**src/design/utf8tc_pkg.sv**
```systemverilog
// Shared types, constants and codes of the UTF-8 text cursor engine.
// Used by every module but the queue; depends on nothing else.
package utf8tc_pkg;

  localparam int MAX_COLS    = 256;
  localparam int MAX_ROWS    = 128;
  localparam int SCROLL_STEP = 8;
  localparam int TAB_SPACES  = 4;
  localparam int QUEUE_DEPTH = 4;

  localparam int BYTE_W    = 8;
  localparam int ROW_W     = 7;
  localparam int COL_W     = 8;
  localparam int CUR_COL_W = 9;
  localparam int CP_W      = 21;
  localparam int COLOR_W   = 24;
  localparam int CNT_W     = 8;
  localparam int TCOL_W    = 9;
  localparam int TROW_W    = 8;
  localparam int CFG_IDX_W = 2;
  localparam int CFG_DATA_W = 24;
  localparam int TAB_CNT_W = (TAB_SPACES > 1) ? $clog2(TAB_SPACES) : 1;

  localparam logic [TCOL_W-1:0]  COLUMNS_RESET = TCOL_W'(80);
  localparam logic [TROW_W-1:0]  ROWS_RESET    = TROW_W'(25);
  localparam logic [COLOR_W-1:0] COLOR_RESET   = 24'hD8E0F0;

  localparam logic [BYTE_W-1:0] BYTE_NEWLINE   = 8'h0A;
  localparam logic [BYTE_W-1:0] BYTE_RETURN    = 8'h0D;
  localparam logic [BYTE_W-1:0] BYTE_TAB       = 8'h09;
  localparam logic [BYTE_W-1:0] BYTE_BACKSPACE = 8'h08;
  localparam logic [BYTE_W-1:0] LEAD4_MIN      = 8'hF0;
  localparam logic [BYTE_W-1:0] LEAD3_MIN      = 8'hE0;
  localparam logic [BYTE_W-1:0] LEAD2_MIN      = 8'hC0;
  localparam logic [CP_W-1:0]   SPACE_CP       = CP_W'(32);

  typedef enum logic [2:0] {
    OP_PUT,
    OP_NEWLINE,
    OP_RETURN,
    OP_TAB,
    OP_BACKSPACE
  } op_e;

  typedef enum logic {
    KIND_CELL   = 1'b0,
    KIND_SCROLL = 1'b1
  } kind_e;

  typedef enum logic [CFG_IDX_W-1:0] {
    CFG_TEXT_COLUMNS = 2'd0,
    CFG_TEXT_ROWS    = 2'd1,
    CFG_FORE_COLOR   = 2'd2
  } cfg_reg_e;

  typedef struct packed {
    op_e             op;
    logic [CP_W-1:0] cp;
  } op_t;

  typedef struct packed {
    kind_e              kind;
    logic [ROW_W-1:0]   row;
    logic [COL_W-1:0]   col;
    logic [CP_W-1:0]    cp;
    logic [COLOR_W-1:0] color;
    logic [CNT_W-1:0]   cnt;
    logic               last;
  } res_t;

  // Effective screen size, already saturated to the grid limits, and ink color.
  typedef struct packed {
    logic [TCOL_W-1:0]  cols;
    logic [TROW_W-1:0]  rows;
    logic [COLOR_W-1:0] color;
  } cfg_t;

  typedef struct packed {
    logic [ROW_W-1:0]     row;
    logic [CUR_COL_W-1:0] col;
  } stat_t;

endpackage

```
**src/design/utf8tc_fifo.sv**
```systemverilog
// Small synchronous queue of packed words, used between the stages.
// Depends on no package.
module utf8tc_fifo #(
  parameter int WIDTH = 8,
  parameter int DEPTH = 4
) (
  input  logic             clk_i,
  input  logic             rst_ni,
  input  logic             push_i,
  input  logic [WIDTH-1:0] data_i,
  output logic             full_o,
  input  logic             pop_i,
  output logic             empty_o,
  output logic [WIDTH-1:0] data_o
);

  localparam int PTR_W = (DEPTH > 1) ? $clog2(DEPTH) : 1;
  localparam int CNT_W = $clog2(DEPTH + 1);

  logic [WIDTH-1:0] mem_q [DEPTH];
  logic [PTR_W-1:0] wptr_q, wptr_d, rptr_q, rptr_d;
  logic [CNT_W-1:0] count_q, count_d;
  logic             do_push, do_pop;

  assign full_o  = (count_q == CNT_W'(DEPTH));
  assign empty_o = (count_q == '0);
  assign do_push = push_i && !full_o;
  assign do_pop  = pop_i && !empty_o;
  assign data_o  = mem_q[rptr_q];

  always_comb begin
    wptr_d  = wptr_q;
    rptr_d  = rptr_q;
    count_d = count_q;
    if (do_push) begin
      wptr_d = (wptr_q == PTR_W'(DEPTH - 1)) ? '0 : wptr_q + PTR_W'(1);
    end
    if (do_pop) begin
      rptr_d = (rptr_q == PTR_W'(DEPTH - 1)) ? '0 : rptr_q + PTR_W'(1);
    end
    if (do_push && !do_pop) begin
      count_d = count_q + CNT_W'(1);
    end else if (do_pop && !do_push) begin
      count_d = count_q - CNT_W'(1);
    end
  end

  always_ff @(posedge clk_i or negedge rst_ni) begin
    if (!rst_ni) begin
      wptr_q  <= '0;
      rptr_q  <= '0;
      count_q <= '0;
    end else begin
      wptr_q  <= wptr_d;
      rptr_q  <= rptr_d;
      count_q <= count_d;
    end
  end

  always_ff @(posedge clk_i) begin
    if (do_push) begin
      mem_q[wptr_q] <= data_i;
    end
  end

endmodule

```
**src/design/utf8tc_front.sv**
```systemverilog
// Front end: UTF-8 decoding and classification of each accepted byte.
// Depends on utf8tc_pkg for widths, byte codes and the operation type.
module utf8tc_front (
  input  logic                             clk_i,
  input  logic                             rst_ni,
  input  logic                             accept_i,
  input  logic [utf8tc_pkg::BYTE_W-1:0]    in_byte_i,
  output logic                             op_valid_o,
  output utf8tc_pkg::op_t                  op_o
);

  logic [utf8tc_pkg::CP_W-1:0] partial_q, partial_d;
  logic [1:0]                  pending_q, pending_d;
  logic [utf8tc_pkg::CP_W-1:0] joined;
  logic                        is_cont;

  assign is_cont = (in_byte_i[7:6] == 2'b10);
  assign joined  = {partial_q[utf8tc_pkg::CP_W-7:0], in_byte_i[5:0]};

  always_comb begin
    partial_d  = partial_q;
    pending_d  = pending_q;
    op_valid_o = 1'b0;
    op_o.op    = utf8tc_pkg::OP_PUT;
    op_o.cp    = '0;
    if (accept_i) begin
      if ((pending_q != 2'd0) && is_cont) begin
        partial_d = joined;
        pending_d = pending_q - 2'd1;
        if (pending_q == 2'd1) begin
          op_valid_o = 1'b1;
          op_o.cp    = joined;
        end
      end else begin
        // A broken sequence is dropped and this byte starts over.
        pending_d = 2'd0;
        if (in_byte_i >= utf8tc_pkg::LEAD4_MIN) begin
          partial_d = utf8tc_pkg::CP_W'(in_byte_i[2:0]);
          pending_d = 2'd3;
        end else if (in_byte_i >= utf8tc_pkg::LEAD3_MIN) begin
          partial_d = utf8tc_pkg::CP_W'(in_byte_i[3:0]);
          pending_d = 2'd2;
        end else if (in_byte_i >= utf8tc_pkg::LEAD2_MIN) begin
          partial_d = utf8tc_pkg::CP_W'(in_byte_i[4:0]);
          pending_d = 2'd1;
        end else begin
          op_valid_o = 1'b1;
          op_o.cp    = utf8tc_pkg::CP_W'(in_byte_i);
          case (in_byte_i)
            utf8tc_pkg::BYTE_NEWLINE:   op_o.op = utf8tc_pkg::OP_NEWLINE;
            utf8tc_pkg::BYTE_RETURN:    op_o.op = utf8tc_pkg::OP_RETURN;
            utf8tc_pkg::BYTE_TAB:       op_o.op = utf8tc_pkg::OP_TAB;
            utf8tc_pkg::BYTE_BACKSPACE: op_o.op = utf8tc_pkg::OP_BACKSPACE;
            default:                    op_o.op = utf8tc_pkg::OP_PUT;
          endcase
        end
      end
    end
  end

  always_ff @(posedge clk_i or negedge rst_ni) begin
    if (!rst_ni) begin
      partial_q <= '0;
      pending_q <= 2'd0;
    end else begin
      partial_q <= partial_d;
      pending_q <= pending_d;
    end
  end

endmodule

```
**src/design/utf8tc_back.sv**
```systemverilog
// Back end: cursor sequencer that carries out one queued operation and
// emits at most one result per cycle. Depends on utf8tc_pkg.
module utf8tc_back (
  input  logic             clk_i,
  input  logic             rst_ni,
  input  utf8tc_pkg::cfg_t cfg_i,
  input  logic             op_valid_i,
  input  utf8tc_pkg::op_t  op_i,
  output logic             op_pop_o,
  input  logic             res_full_i,
  output logic             res_push_o,
  output utf8tc_pkg::res_t res_o,
  output utf8tc_pkg::stat_t stat_o
);

  localparam int ROW_W = utf8tc_pkg::ROW_W;
  localparam int CCW   = utf8tc_pkg::CUR_COL_W;
  localparam int TCW   = utf8tc_pkg::TAB_CNT_W;

  logic [ROW_W-1:0] row_q, row_d;
  logic [CCW-1:0]   col_q, col_d;
  logic [TCW-1:0]   step_q, step_d;

  logic                          advance;
  logic [ROW_W:0]                nl_row;
  logic                          scroll_hit;
  logic [ROW_W-1:0]              row_scrolled, nl_row_next;
  logic [utf8tc_pkg::CNT_W-1:0]  lines;
  logic                          wrap;
  logic [ROW_W-1:0]              wr_row;
  logic [CCW-1:0]                wr_col;
  logic                          put_done;

  assign advance      = op_valid_i && !res_full_i;
  assign nl_row       = {1'b0, row_q} + (ROW_W + 1)'(1);
  assign scroll_hit   = (nl_row >= cfg_i.rows);
  assign row_scrolled = (nl_row >= (ROW_W + 1)'(utf8tc_pkg::SCROLL_STEP)) ?
                        ROW_W'(nl_row - (ROW_W + 1)'(utf8tc_pkg::SCROLL_STEP)) : '0;
  assign nl_row_next  = scroll_hit ? row_scrolled : nl_row[ROW_W-1:0];
  assign lines        = (cfg_i.rows < utf8tc_pkg::CNT_W'(utf8tc_pkg::SCROLL_STEP)) ?
                        cfg_i.rows : utf8tc_pkg::CNT_W'(utf8tc_pkg::SCROLL_STEP);
  assign wrap         = (col_q >= cfg_i.cols);
  assign wr_row       = wrap ? nl_row[ROW_W-1:0] : row_q;
  assign wr_col       = wrap ? '0 : col_q;
  assign put_done     = (op_i.op == utf8tc_pkg::OP_PUT) ||
                        (step_q == TCW'(utf8tc_pkg::TAB_SPACES - 1));
  assign stat_o.row   = row_q;
  assign stat_o.col   = col_q;

  always_comb begin
    row_d       = row_q;
    col_d       = col_q;
    step_d      = step_q;
    op_pop_o    = 1'b0;
    res_push_o  = 1'b0;
    res_o.kind  = utf8tc_pkg::KIND_CELL;
    res_o.row   = '0;
    res_o.col   = '0;
    res_o.cp    = '0;
    res_o.color = '0;
    res_o.cnt   = '0;
    res_o.last  = 1'b0;
    if (advance) begin
      case (op_i.op)
        utf8tc_pkg::OP_NEWLINE: begin
          op_pop_o = 1'b1;
          col_d    = '0;
          row_d    = nl_row_next;
          if (scroll_hit) begin
            res_push_o = 1'b1;
            res_o.kind = utf8tc_pkg::KIND_SCROLL;
            res_o.cnt  = lines;
            res_o.last = 1'b1;
          end
        end
        utf8tc_pkg::OP_RETURN: begin
          op_pop_o = 1'b1;
          col_d    = '0;
        end
        utf8tc_pkg::OP_BACKSPACE: begin
          op_pop_o = 1'b1;
          if (col_q != '0) begin
            col_d = col_q - CCW'(1);
          end else if (row_q != '0) begin
            row_d = row_q - ROW_W'(1);
            col_d = cfg_i.cols - CCW'(1);
          end
          res_push_o  = 1'b1;
          res_o.row   = row_d;
          res_o.col   = col_d[utf8tc_pkg::COL_W-1:0];
          res_o.cp    = utf8tc_pkg::SPACE_CP;
          res_o.color = cfg_i.color;
          res_o.last  = 1'b1;
        end
        utf8tc_pkg::OP_PUT, utf8tc_pkg::OP_TAB: begin
          res_push_o = 1'b1;
          if (wrap && scroll_hit) begin
            // The wrap scrolls first; the operation stays queued and writes its cell after.
            res_o.kind = utf8tc_pkg::KIND_SCROLL;
            res_o.cnt  = lines;
            row_d      = row_scrolled;
            col_d      = '0;
          end else begin
            res_o.row   = wr_row;
            res_o.col   = wr_col[utf8tc_pkg::COL_W-1:0];
            res_o.cp    = (op_i.op == utf8tc_pkg::OP_PUT) ? op_i.cp : utf8tc_pkg::SPACE_CP;
            res_o.color = cfg_i.color;
            res_o.last  = put_done;
            row_d       = wr_row;
            col_d       = wr_col + CCW'(1);
            if (put_done) begin
              op_pop_o = 1'b1;
              step_d   = '0;
            end else begin
              step_d = step_q + TCW'(1);
            end
          end
        end
        default: begin
          op_pop_o = 1'b1;
        end
      endcase
    end
  end

  always_ff @(posedge clk_i or negedge rst_ni) begin
    if (!rst_ni) begin
      row_q  <= '0;
      col_q  <= '0;
      step_q <= '0;
    end else begin
      row_q  <= row_d;
      col_q  <= col_d;
      step_q <= step_d;
    end
  end

endmodule

```
**src/design/utf8_text_cursor_engine.sv**
```systemverilog
// Top level of the UTF-8 text cursor engine: configuration registers,
// decoder front end, operation queue, cursor back end and result queue.
// Depends on utf8tc_pkg, utf8tc_front, utf8tc_fifo and utf8tc_back.
//
//   Channel   Handshake                 Payload
//   input     push, full                in_byte_i
//   result    empty, pop                kind_o .. last_o
//   config    cfg_we_i (no wait)        cfg_index_i, cfg_data_i
//
// A byte is taken every cycle while the operation queue has room. The back
// end emits at most one result per cycle: a write that wraps and scrolls
// gives a scroll and then its cell, and a tab gives TAB_SPACES cells.
// Reset clears the decoder and cursor and loads the register defaults.
// The back end stalls while the result queue is full; full rises when the
// operation queue is full.
module utf8_text_cursor_engine #(
  parameter int QUEUE_DEPTH = utf8tc_pkg::QUEUE_DEPTH
) (
  input  logic                                clk_i,
  input  logic                                rst_ni,
  input  logic                                push,
  output logic                                full,
  input  logic [utf8tc_pkg::BYTE_W-1:0]       in_byte_i,
  output logic                                empty,
  input  logic                                pop,
  output logic                                kind_o,
  output logic [utf8tc_pkg::ROW_W-1:0]        cell_row_o,
  output logic [utf8tc_pkg::COL_W-1:0]        cell_col_o,
  output logic [utf8tc_pkg::CP_W-1:0]         code_point_o,
  output logic [utf8tc_pkg::COLOR_W-1:0]      glyph_rgb_o,
  output logic [utf8tc_pkg::CNT_W-1:0]        scroll_count_o,
  output logic                                last_o,
  input  logic                                cfg_we_i,
  input  logic [utf8tc_pkg::CFG_IDX_W-1:0]    cfg_index_i,
  input  logic [utf8tc_pkg::CFG_DATA_W-1:0]   cfg_data_i
);

  localparam int OP_W  = $bits(utf8tc_pkg::op_t);
  localparam int RES_W = $bits(utf8tc_pkg::res_t);

  logic [utf8tc_pkg::TCOL_W-1:0]  cols_q;
  logic [utf8tc_pkg::TROW_W-1:0]  rows_q;
  logic [utf8tc_pkg::COLOR_W-1:0] color_q;
  utf8tc_pkg::cfg_t               cfg;

  logic              accept;
  logic              front_valid;
  utf8tc_pkg::op_t   front_op;
  logic [OP_W-1:0]   opq_data;
  utf8tc_pkg::op_t   opq_out;
  logic              opq_empty, opq_pop;
  logic              res_push, res_full;
  utf8tc_pkg::res_t  res_in, res_out;
  logic [RES_W-1:0]  resq_data;
  utf8tc_pkg::stat_t stat;

  always_ff @(posedge clk_i or negedge rst_ni) begin
    if (!rst_ni) begin
      cols_q  <= utf8tc_pkg::COLUMNS_RESET;
      rows_q  <= utf8tc_pkg::ROWS_RESET;
      color_q <= utf8tc_pkg::COLOR_RESET;
    end else if (cfg_we_i) begin
      case (cfg_index_i)
        utf8tc_pkg::CFG_TEXT_COLUMNS: cols_q  <= cfg_data_i[utf8tc_pkg::TCOL_W-1:0];
        utf8tc_pkg::CFG_TEXT_ROWS:    rows_q  <= cfg_data_i[utf8tc_pkg::TROW_W-1:0];
        utf8tc_pkg::CFG_FORE_COLOR:   color_q <= cfg_data_i[utf8tc_pkg::COLOR_W-1:0];
        default: ;
      endcase
    end
  end

  always_comb begin
    cfg.color = color_q;
    if (cols_q == '0) begin
      cfg.cols = utf8tc_pkg::TCOL_W'(1);
    end else if (cols_q > utf8tc_pkg::TCOL_W'(utf8tc_pkg::MAX_COLS)) begin
      cfg.cols = utf8tc_pkg::TCOL_W'(utf8tc_pkg::MAX_COLS);
    end else begin
      cfg.cols = cols_q;
    end
    if (rows_q == '0) begin
      cfg.rows = utf8tc_pkg::TROW_W'(1);
    end else if (rows_q > utf8tc_pkg::TROW_W'(utf8tc_pkg::MAX_ROWS)) begin
      cfg.rows = utf8tc_pkg::TROW_W'(utf8tc_pkg::MAX_ROWS);
    end else begin
      cfg.rows = rows_q;
    end
  end

  assign accept = push && !full;

  utf8tc_front u_front (
    .clk_i      (clk_i),
    .rst_ni     (rst_ni),
    .accept_i   (accept),
    .in_byte_i  (in_byte_i),
    .op_valid_o (front_valid),
    .op_o       (front_op)
  );

  utf8tc_fifo #(
    .WIDTH (OP_W),
    .DEPTH (QUEUE_DEPTH)
  ) u_opq (
    .clk_i   (clk_i),
    .rst_ni  (rst_ni),
    .push_i  (front_valid),
    .data_i  (front_op),
    .full_o  (full),
    .pop_i   (opq_pop),
    .empty_o (opq_empty),
    .data_o  (opq_data)
  );

  assign opq_out = utf8tc_pkg::op_t'(opq_data);

  utf8tc_back u_back (
    .clk_i      (clk_i),
    .rst_ni     (rst_ni),
    .cfg_i      (cfg),
    .op_valid_i (!opq_empty),
    .op_i       (opq_out),
    .op_pop_o   (opq_pop),
    .res_full_i (res_full),
    .res_push_o (res_push),
    .res_o      (res_in),
    .stat_o     (stat)
  );

  utf8tc_fifo #(
    .WIDTH (RES_W),
    .DEPTH (QUEUE_DEPTH)
  ) u_resq (
    .clk_i   (clk_i),
    .rst_ni  (rst_ni),
    .push_i  (res_push),
    .data_i  (res_in),
    .full_o  (res_full),
    .pop_i   (pop),
    .empty_o (empty),
    .data_o  (resq_data)
  );

  assign res_out        = utf8tc_pkg::res_t'(resq_data);
  assign kind_o         = res_out.kind;
  assign cell_row_o     = res_out.row;
  assign cell_col_o     = res_out.col;
  assign code_point_o   = res_out.cp;
  assign glyph_rgb_o    = res_out.color;
  assign scroll_count_o = res_out.cnt;
  assign last_o         = res_out.last;

  // The back end never offers a result the result queue cannot take.
  a_no_push_when_full: assert property (@(posedge clk_i) disable iff (!rst_ni)
    res_push |-> !res_full)
    else $error("result pushed into a full result queue");

  // Every scroll leaves the cursor at the start of a row.
  a_scroll_homes_col: assert property (@(posedge clk_i) disable iff (!rst_ni)
    (res_push && (res_in.kind == utf8tc_pkg::KIND_SCROLL)) |=> (stat.col == '0))
    else $error("cursor column not zero after a scroll");

  // Only a tab writes several cells for one request.
  a_multi_cell_is_tab: assert property (@(posedge clk_i) disable iff (!rst_ni)
    (res_push && (res_in.kind == utf8tc_pkg::KIND_CELL) && !res_in.last)
      |-> (opq_out.op == utf8tc_pkg::OP_TAB))
    else $error("non-final cell write outside a tab");

endmodule

```
**config.mk**
```make
export PLATFORM = sky130hd
export DESIGN_NAME = utf8_text_cursor_engine
export DESIGN_NICKNAME = d
export VERILOG_FILES = /design/src/design/utf8tc_pkg.sv /design/src/design/utf8tc_fifo.sv /design/src/design/utf8tc_front.sv /design/src/design/utf8tc_back.sv /design/src/design/utf8_text_cursor_engine.sv
export SDC_FILE = /design/constraint.sdc
export NUM_CORES = 1
export LEC_CHECK = 0
export ABC_AREA = 1
export BUFFER_PORTS_ARGS = -buffer_cell sky130_fd_sc_hd__buf_2
export CAP_MARGIN = 5
export CORE_MARGIN = 5
export CORE_UTILIZATION = 36
export CTS_CLUSTER_DIAMETER = 120
export DETAILED_ROUTE_END_ITERATION = 7
export PLACE_DENSITY = 0.49
export SLEW_MARGIN = 20
export SYNTH_ARGS = -nofsm -noshare
export SYNTH_HDL_FRONTEND = slang
export SYNTH_SLANG_ARGS = --single-unit
```
**constraint.sdc**
```tcl
create_clock -name clk_i -period 7.25 [get_ports clk_i]
set_clock_uncertainty 0.15 [all_clocks]
set_input_delay 2.175 -clock clk_i [delete_from_list [all_inputs] [get_ports clk_i]]
set_output_delay 2.175 -clock clk_i [all_outputs]
set_load 0.02 [all_outputs]
```
# ---- Yosys cells after proc, flatten, opt, wreduce, memory -nomap -nowiden
# Memory sizes are Yosys's and may differ from the RTL's.
# Cells that the tools add are included.
dict set report classes {
  n_addsub 16
  n_lt_le_gt_ge 9
  eq_ne 20
  n_mux 70
  bitwise_logic 1
  reduce_logical 46
}
# operator count
set ops {}
lappend ops {{$pmux W60 S2} 1}
lappend ops {{$mux W24} 4}
lappend ops {{$mux W70} 1}
lappend ops {{$mux W21} 3}
lappend ops {{$mux W9} 7}
lappend ops {{$mux W15} 4}
lappend ops {{$mux W60} 1}
lappend ops {{$mux W7} 6}
lappend ops {{$eq A8 B4 Y1 const B} 4}
lappend ops {{$mux W8} 4}
lappend ops {{$pmux W9 S3} 1}
lappend ops {{$ge A8 B8 Y1 const B} 3}
lappend ops {{$pmux W7 S3} 1}
lappend ops {{$mux W1} 19}
lappend ops {{$sub A9 B1 Y9 const B} 2}
lappend ops {{$mux W2} 8}
lappend ops {{$pmux W8 S2} 1}
lappend ops {{$mux W3} 5}
lappend ops {{$eq A2 B2 Y1 const B} 7}
lappend ops {{$logic_and A1 B1 Y1} 12}
lappend ops {{$pmux W3 S4} 1}
lappend ops {{$reduce_and A2 Y1} 6}
lappend ops {{$add A2 B1 Y2 const B} 5}
lappend ops {{$add A9 B1 Y9 const B} 1}
lappend ops {{other kinds (34)} 55}
dict set report totals {
  ff_bits 90
  ramBits 376
  out_inout_bits 72
  wordCells 179
  mem_count 2
}
# memory words word_bits read_ports rd_clocked_by_memory_dff write_ports line_no
set memory_table {}
lappend memory_table {u_resq.mem_q 4 70 1 0 1 utf8tc_fifo.sv:20} ;# logic [WIDTH-1:0] mem_q [DEPTH];
lappend memory_table {u_opq.mem_q 4 24 1 0 1 utf8tc_fifo.sv:20}

# ---- Logic depth before layout (Yosys ltp)
# Gate-level depths: netlist of run 1.
dict set report logic_depth {
  word_depth 12
  mapped_depth 23
  ltp_nobuf 23
}

# ---- Modules after synthesis
# A second synthesis of run 1 with hierarchy kept.
dict set report unflattened {
  cells_unflattened 2211
  hier_area_um2 22236.3
}
# module n_inst cells_each area_each_um2 seq_area_each_um2
set modules_own_cells {}
lappend modules_own_cells {{utf8tc_fifo (u_resq)} 1 877 11489.8 8583.2}
lappend modules_own_cells {{utf8tc_fifo (u_opq)} 1 341 4370.4 3057.9}
lappend modules_own_cells {utf8tc_back 1 587 3335.7 450.4}
lappend modules_own_cells {utf8_text_cursor_engine 1 215 1889.3 1046.0}
lappend modules_own_cells {utf8tc_front 1 191 1151.1 425.4}

# ---- Worst setup path after synthesis of run 1
# Ideal clock, no wire load.
dict set report synth_path {
  path_kind {flip-flop to flip-flop}
  start {register rows_q[1] (netlist bit)}
  end {memory u_resq.mem_q[0][0] (netlist bit), enable pin}
  t_arrival_ns 5.356
  required_ns 6.601
  slack_ns 1.245
  path_stages_with_launch 15
  path_buffers 0
  period_less_slack_ns 6.005
  path_cell_list {dfrtp_1 or4_1 nor2_1 nor2_1 inv_1 nand2_1 ha_1 nand2_1 nor2_1 nand4_1 nand3_1 nand2_1 a21oi_4 inv_2 nor2_1}
}
dict set report synth_between {
  elab_chain_cells 10
  elab_cells_between_ends 11
  classes_between {order compare: 2; mux: 7; reduce/logical: 2}
}
# element line_no
set synth_rtl {}
lappend synth_rtl {{start: declaration} utf8_text_cursor_engine.sv:42} ;# logic [utf8tc_pkg::TROW_W-1:0] rows_q;
lappend synth_rtl {{start signal: assignment} utf8_text_cursor_engine.sv:60} ;# rows_q <= utf8tc_pkg::ROWS_RESET;
lappend synth_rtl {{start signal: assignment} utf8_text_cursor_engine.sv:65} ;# utf8tc_pkg::CFG_TEXT_ROWS: rows_q <= cfg_data_i[utf8tc_pkg::TROW_W-1:0];
lappend synth_rtl {{$gt A8 B8 Y1} utf8_text_cursor_engine.sv:83} ;# end else if (rows_q > utf8tc_pkg::TROW_W'(utf8tc_pkg::MAX_ROWS)) begin
lappend synth_rtl {{$mux W8} utf8_text_cursor_engine.sv:83}
lappend synth_rtl {{$mux W8 *} utf8_text_cursor_engine.sv:81} ;# if (rows_q == '0) begin
lappend synth_rtl {{$ge A8 B8 Y1 *} utf8tc_back.sv:36} ;# assign scroll_hit = (nl_row >= cfg_i.rows);
lappend synth_rtl {{$mux W1 *} utf8tc_back.sv:69} ;# if (scroll_hit) begin
lappend synth_rtl {{$pmux W1 S2 *} utf8tc_back.sv:64} ;# case (op_i.op)
lappend synth_rtl {{$mux W1 *} utf8tc_back.sv:63} ;# if (advance) begin
lappend synth_rtl {{$logic_and A1 B1 Y1 *} utf8tc_fifo.sv:27} ;# assign do_push = push_i && !full_o;
lappend synth_rtl {{via u_resq.do_push} utf8tc_fifo.sv:23} ;# logic do_push, do_pop;
lappend synth_rtl {{$mux W1 *} utf8tc_fifo.sv:61} ;# if (do_push) begin
lappend synth_rtl {{$mux W1 (implied by the code) *} utf8tc_fifo.sv:62} ;# mem_q[wptr_q] <= data_i;
lappend synth_rtl {{end: declaration} utf8tc_fifo.sv:20}
# The timed path passes the listed nets; every way through them passes the cells marked *.

# ---- Final worst setup path of run 1
dict set report layout_path {
  start {register u_resq.rptr_q[0]}
  end {output code_point_o[15] (netlist bit)}
}
dict set report layout_between {
  elab_chain_cells 1
}
# element line_no
set layout_rtl {}
lappend layout_rtl {{start: declaration} utf8tc_fifo.sv:21} ;# logic [PTR_W-1:0] wptr_q, wptr_d, rptr_q, rptr_d;
lappend layout_rtl {{start signal: assignment} utf8tc_fifo.sv:55} ;# rptr_q <= rptr_d;
lappend layout_rtl {{$mem_v2 Z4 W70} n/a}
lappend layout_rtl {{end: declaration} utf8_text_cursor_engine.sv:29} ;# output logic [utf8tc_pkg::CP_W-1:0] code_point_o,
# No other way between the ends.

==> results of run 1 <==
cell usage in the layout, fill, tap and decap left out, drive strengths merged, types with 23 or more instances in the layout:
| cell type | count |
|---|---|
| edfxtp | 376 |
| nand2 | 281 |
| nor2 | 279 |
| o21ai | 223 |
| inv | 151 |
| buf | 128 |
| a21oi | 101 |
| o22ai | 82 |
| dfrtp | 74 |
| clkbuf | 74 |
| nand3 | 65 |
| ha | 38 |
| nor3 | 23 |
logic make-up (layout without fill, tap and decap cells):
group	Yosys count	in the layout	synth area share, %
multiplexers	2	2	0.110
AND/OR/NAND/NOR	674	674	13.8
adder cells (fa/ha/maj)	40	40	2.52
buffers and inverters	237	379	4.55
flip-flops	466	466	66.3
AO/OA/AOI/OAI	438	438	12.2
other	1	16	0.0183
XOR/XNOR	12	12	0.513
how the worst max path moves through the flow:
stage	to	slack (ps)	depth (start not counted)
final	code_point_o[15]	1580	5
after floorplan	u_resq.mem_q[0][0]	1250	14
after global routing	code_point_o[15]	1200	5
after detailed placement	code_point_o[15]	2100	5
after CTS	code_point_o[15]	1440	5
after global placement	code_point_o[15]	2130	5
state kept, by name (all words and copies together), names as in the netlist:
signal / count
u_opq.count_q: 3
u_back.col_q: 9
rows_q: 8
u_opq.mem_q: 96
u_resq.rptr_q: 2
u_front.pending_q: 2
u_opq.rptr_q: 2
cols_q: 9
u_back.row_q: 7
u_front.partial_q: 15
u_resq.count_q: 3
color_q: 24
u_resq.wptr_q: 2
u_opq.wptr_q: 2
u_resq.mem_q: 280
u_back.step_q: 2
layer usage:
metal  part of all wire (%)  vias to the layer above
met5                      0                        -
met4                    2.0                        0
met3                    4.2                       69
met2                     48                      321
met1                     46                     6827
li1                       -                     6763
worst register-to-register path, stage by stage, from the launching register on:
cell     delay (ps)
dfrtp_1         320
buf_4           490
inv_2           560
nand2_1         180
nand3_1         100
nand2_1         200
nand2_2         110
nor2_4          270
inv_2           190
nand2_4         160
inv_2           100
a21oi_4         240
inv_2           150
nor2_4           90
buf_4           460
buf_4           660
power by group through the flow:
stage	combinational, mW	clock (mW)	sequential (mW)
after floorplan	3.33	0	4.01
after global placement	4.75	0	4.10
after detailed placement	4.80	0	4.11
after CTS	4.82	2.64	4.06
after global routing	5.32	2.76	4.11
final	4.75	2.57	4.05
metrics by stage:
step / setup slack, ps / instances / cell area [um2] / hold WS, ps / power [mW]
after CTS: 1440 / 2783 / 23600 / 324 / 11.5
after floorplan: 1250 / 1885 / 20500 / 301 / 7.34
after detailed placement: 2100 / 2685 / 21900 / 314 / 8.91
final: 1580 / 2783 / 23600 / 323 / 11.4
after global routing: 1200 / 2783 / 23600 / 343 / 12.2
after global placement: 2130 / 2685 / 21900 / 314 / 8.85
layout make-up:
class | count | area, um2
Fill cell | 5473 | 32800
Sequential cell | 466 | 13600
Multi-Input combinational cell | 1182 | 6090
Clock buffer | 74 | 1450
Tap cell | 756 | 946
Timing Repair Buffer | 128 | 701
Inverter | 153 | 577
Clock inverter | 24 | 226
==> key figures, run 1 <==
Outcome
  • Status: finished, final reports clean

Global routing
  • Initial antenna violation count: 1
  • Total GRT Usage: 16.5%
  • Largest net degree at the start of global routing: 91
  • GR Layer Usage met2: 27.5%
  • Met3 GRT Util: 2.65%
  • Number of global-route vias before repair: 13,600
  • Total grt overflow: 0
  • First-pass GRT wire length: 81,400 um
  • M1 GR Usage: 22.9%
  • Grt peak-use layer: met2

Floorplan
  • Initial Utilization: 36.3%
  • Die width: 248 um
  • Die H: 248 um
  • I/O pins: 111
  • FP Rows: 87
  • Placeable Area: 56,400 um2
  • Die Footprint: 61,700 um2

Placed design
  • Dpl hpwl: 33,100 um
  • GP Congestion: 0.859
  • IO Port Bufs: 110

Worst setup path
  • Startpoint Class: flip-flop
  • Register-to-register setup slack: 2430 ps
  • Worst r2r src: u_opq.rptr_q[0]
  • Worst Reg-to-Reg Cells: 15
  • Critical path required time: 4930 ps
  • CP Buf/Inv Count: 3
  • Max incr delay on CP: 770 ps
  • Worst-path fanout max: 90
  • R2R Path End: u_resq.mem_q[0][62]
  • CP startpoint: u_resq.rptr_q[0]
  • Kind of critical path: flip-flop to output pin
  • Critical path capture point type: output pin
  • Crit path arrival time: 3350 ps
  • Crit-path cells: inv_4 -> buf_4 -> o21ai_0 -> o22ai_1 -> buf_2
  • Critical path's top delay family: buffers and inverters
  • Critical path's slowest cell: inv_4

Synthesis
  • Syn Area/Cell: 10.9 um2
  • Synth unique cells: 53
  • Share of the synthesized area in the top cell type: 55.2%
  • Top cells by count, synth: 376 x edfxtp_1, 274 x nor2_1, 271 x nand2_1, 215 x o21ai_0, 139 x inv_1
  • Asr flop ratio synth: 19.3%
  • Top FF cell, synth: edfxtp_1
  • Netlist Area Pre-Place: 20,500 um2
  • Largest area contributor in the netlist: edfxtp_1
  • Synthesized instance count: 1,870
  • Top-count cell post-synth: edfxtp_1
  • Synth warn: 0
  • Post-synthesis sequential area ratio: 66.3%
  • EDFF count, synth: 376
  • Synthesized flop and latch total: 466
  • Area contributors post-synth: edfxtp_1 55%, dfrtp_1 9.0%, o21ai_0 5.3%, nor2_1 5.0%, nand2_1 5.0%

Clock tree
  • Hold-fix buffers, CTS: 0
  • Clock latency on the worst-skew pair: 600 ps
  • Resized cells post-CTS: 0
  • CTS tree: done
  • CTS root buf: clkbuf_16
  • Post-CTS setup buffers: 0
  • Clk pin slew, worst setup/hold paths: 60 ps
  • H-tree Lvls: 2
  • Num CTS Buffers: 52
  • Clock sinks: 466
  • CTS Buffer Depth: 3

Routing
  • Drt wl/cell: 18.8 um
  • First-pass DRT Iterations: 5
  • WL final: 52,300 um
  • Iter 0 DRT Violations: 1,000
  • Routed vias: 14,000
  • DRC Markers: 0
  • Antenna viol nets, final: 0
  • Vias per cell: 5.02

Pwr
  • Worst IR Drop VDD: 0.208 mV
  • Comb pwr share: 41.8%
  • Pwr Density: 483 nW/um2
  • Pleak: 8.95 nW
  • Switching share of total power: 42.6%
  • Net switching power: 4.84 mW
  • Sequential Power Share: 35.6%
  • Int Power: 6.53 mW
  • Clock power frac: 22.6%

Worst hold path
  • HP Start: color_q[20]
  • Hold EP: color_q[20]
  • Worst Hold Depth: 2
  • Hold WC Path Type: flip-flop to flip-flop

Run
  • Max-Cap Viols: 0

STA
  • FMAX: 176 MHz
  • TNS Setup: 0 ps
  • Min cycle time layout: 5670 ps
  • Slew @ Worst Pin: 1060 ps
  • Fin. max-slew vios: 0
  • Crit share post-route: 78.3%
  • Hold Vio Cnt, Final: 0
  • RSZ-0062 raised after global routing: false
  • Final setup fails: 0
  • Slew margin rel.: 29.1%

Final layout
  • Nets: 2,062
  • Antenna diodes: 0
  • Layout area overhead: 15.1%
  • Layout cell share with drive strength beyond 1: 14.3%
  • Post-Route Utilization: 41.8%
Power figures use the tool's default switching activity.
==> run 2, diff against run 1 <==
Settings changed: PLACE_DENSITY 0.49 to 0.51.
Clock period 7.25 ns to 4.7 ns, I/O delays scaled along.
==> run 2 against run 1 <==
Count of clock-buffer cells in the layout down 4. Sequential share of layout area fell by 0.46 points. Non-clock buffer count grew 19. Combinational power rose by 60%. Clock power up 52%. Cell count increased by 0.61%. Global-route usage decreased by 0.24 points. Sequential power grew 54%. First-iteration DRC count grew 8.4%. Critical path depth unchanged. Critical endpoint is now cell_row_o[0].
==> key figures, run 2 (synthesis results as in run 1) <==
Pwr
  • Net switching power: 7.56 mW (+56%)
  • Sequential Power Share: 35.1% (-0.5 points)
  • Worst IR Drop VDD: 0.323 mV (+55%)
  • Pwr Density: 746 nW/um2 (+55%)
  • Switching share of total power: 42.7% (+0.12 points)
  • Clock power frac: 22.0% (-0.6 points)
  • Pleak: 9.04 nW (+1.0%)
  • Comb pwr share: 42.8% (+1.0 points)
  • Int Power: 10.1 mW (+55%)

Global routing
  • First-pass GRT wire length: 80,800 um (-0.76%)
  • Total grt overflow: 0 (unchanged)
  • Number of global-route vias before repair: 14,000 (+2.6%)
  • Total GRT Usage: 16.3% (-0.24 points)
  • Initial antenna violation count: 0 (-1)
  • Largest net degree at the start of global routing: 143 (+57%)

Final layout
  • Layout area overhead: 16.0%
  • Nets: 2,080 (+0.87%)
  • Fill cell count: 5,466 (-0.13%)
  • Reg area: 13,600 um2 (unchanged)
  • Multi-input gate area: 6080 um2 (-0.18%)
  • Largest register FFs: 280 (unchanged)
  • Layout cell share with drive strength beyond 1: 15.1% (+0.81 points)
  • Finished Layout Cells: 2,800 (+0.61%)
  • Final instance area: 23,700 um2 (+0.80%)
  • Commonest non-fill, non-tap cell in the layout: edfxtp_1
  • Antenna diodes: 0 (unchanged)
  • Biggest regs: u_resq.mem_q: 280 flops, u_opq.mem_q: 96 flops, color_q: 24 flops
  • Most flop-heavy register: u_resq.mem_q
  • Commonest non-fill, non-tap cells in the layout: 376 x edfxtp_1, 271 x nand2_1, 266 x nor2_1

Clock tree
  • Num CTS Buffers: 51 (-1.9%)
  • CTS tree: done
  • Clock latency on the worst-skew pair: 610 ps (about the same)
  • Clock sinks: 466 (unchanged)
  • Hold-fix buffers, CTS: 0 (unchanged)
  • Post-CTS setup buffers: 0 (unchanged)
  • H-tree Lvls: 2 (unchanged)
  • Clk pin slew, worst setup/hold paths: 60 ps (about the same)
  • CTS root buf: clkbuf_16
  • CTS Buffer Depth: 3 (unchanged)
  • Resized cells post-CTS: 0 (unchanged)

Placed design
  • Area after DPL: 22,100 um2 (+0.94%)
  • Dpl hpwl: 32,400 um (-2.1%)
  • Dpl cells: 2,704 (+0.71%)
  • GP Congestion: 0.892 (+3.9%)
  • IO Port Bufs: 110 (unchanged)

Worst hold path
  • Hold WC Path Type: flip-flop to flip-flop

STA
  • Slew margin rel.: 33.7% (+4.6 points)
  • Min cycle time layout: 4200 ps
  • TNS Setup: 0 ps (unchanged)
  • Slew @ Worst Pin: 995 ps (-65.1 ps)
  • Final setup fails: 0 (unchanged)
  • Crit share post-route: 89.4%
  • RSZ-0062 raised after global routing: false
  • Hold Vio Cnt, Final: 0 (unchanged)
  • Fin. max-slew vios: 0 (unchanged)
  • FMAX: 238 MHz

Routing
  • Antenna viol nets, final: 0 (unchanged)
  • First-pass DRT Iterations: 6 (+1)
  • DRC Markers: 0 (unchanged)
  • Vias per cell: 5.00 (-0.56%)
  • WL final: 52,000 um (-0.58%)
  • Routed vias: 14,000 (+0.050%)
  • Iter 0 DRT Violations: 1,084 (+8.4%)
  • Drt wl/cell: 18.6 um (-1.2%)

Worst setup path
  • Worst-path fanout max: 32 (-64%)
  • Critical path required time: 3140 ps (-1790 ps)
  • Startpoint Class: flip-flop
  • Crit path arrival time: 2640 ps (-710 ps)
  • Critical path capture point type: output pin
  • Kind of critical path: flip-flop to output pin

Outcome
  • Status: finished, final reports clean

Floorplan
  • FP Rows: 87 (unchanged)
  • Initial Utilization: 36.3% (unchanged)
  • Die Footprint: 61,700 um2 (unchanged)
  • Die H: 248 um (unchanged)
  • I/O pins: 111 (unchanged)
  • Placeable Area: 56,400 um2 (unchanged)
  • Die width: 248 um (unchanged)

Run
  • Max-Cap Viols: 0 (unchanged)
-- run 2: final timing paths --
check	depth (start not counted)	start	endpoint	slack (ps)
max in group asynchronous	2	rst_ni	color_q[15]	2730
min	2	color_q[23]	color_q[23]	330
min reg2reg	2	color_q[23]	color_q[23]	330
min in group asynchronous	1	rst_ni	u_opq.count_q[2]	820
max reg2reg	20	rows_q[1]	u_opq.count_q[2]	780
max	5	u_resq.rptr_q[1]	cell_row_o[0]	500
-- run 2: worst max-delay path, stage by stage (launching register included) --
cell and delay [ps]:
dfrtp_2 680, inv_2 160, buf_4 380, o21ai_0 170, o22ai_1 380, buf_2 250
-- run 2: per-layer routing --
metal / part of all wire, % / vias to the layer above / GRT usage [%]
li1: - / 6806 / -
met1: 46 / 6815 / 22.0
met2: 48 / 280 / 27.5
met3: 4.0 / 86 / 2.50
met4: 2.5 / 0 / 4.57
met5: 0 / - / 0
-- run 2: power groups by stage --
stage / logic, mW / clock network, mW / registers (mW)
2_1_floorplan: 5.15 / 0 / 6.15
3_3_place_gp: 7.63 / 0 / 6.28
3_5_place_dp: 7.69 / 0 / 6.30
4_1_cts: 7.72 / 4.02 / 6.22
5_1_grt: 8.45 / 4.19 / 6.31
6_report: 7.59 / 3.90 / 6.22
-- run 2: through the flow --
stage | setup slack, ps | hold slack, ps | util, % | power [mW]
6_report | 496 | 325 | 42.1 | 17.7
3_3_place_gp | 789 | 312 | 39.2 | 13.9
4_1_cts | 329 | 327 | 42.1 | 18.0
2_1_floorplan | -140 | 301 | - | 11.3
3_5_place_dp | 810 | 316 | 39.2 | 14.0
5_1_grt | 225 | 355 | 42.1 | 18.9
-- run 2: layout make-up --
type	count	area share, %
Clock buffer	70	5.76
Clock inverter	26	1.20
Inverter	153	2.43
Multi-Input combinational cell	1182	25.6
Sequential cell	466	57.2
Tap cell	756	3.98
Timing Repair Buffer	147	3.87
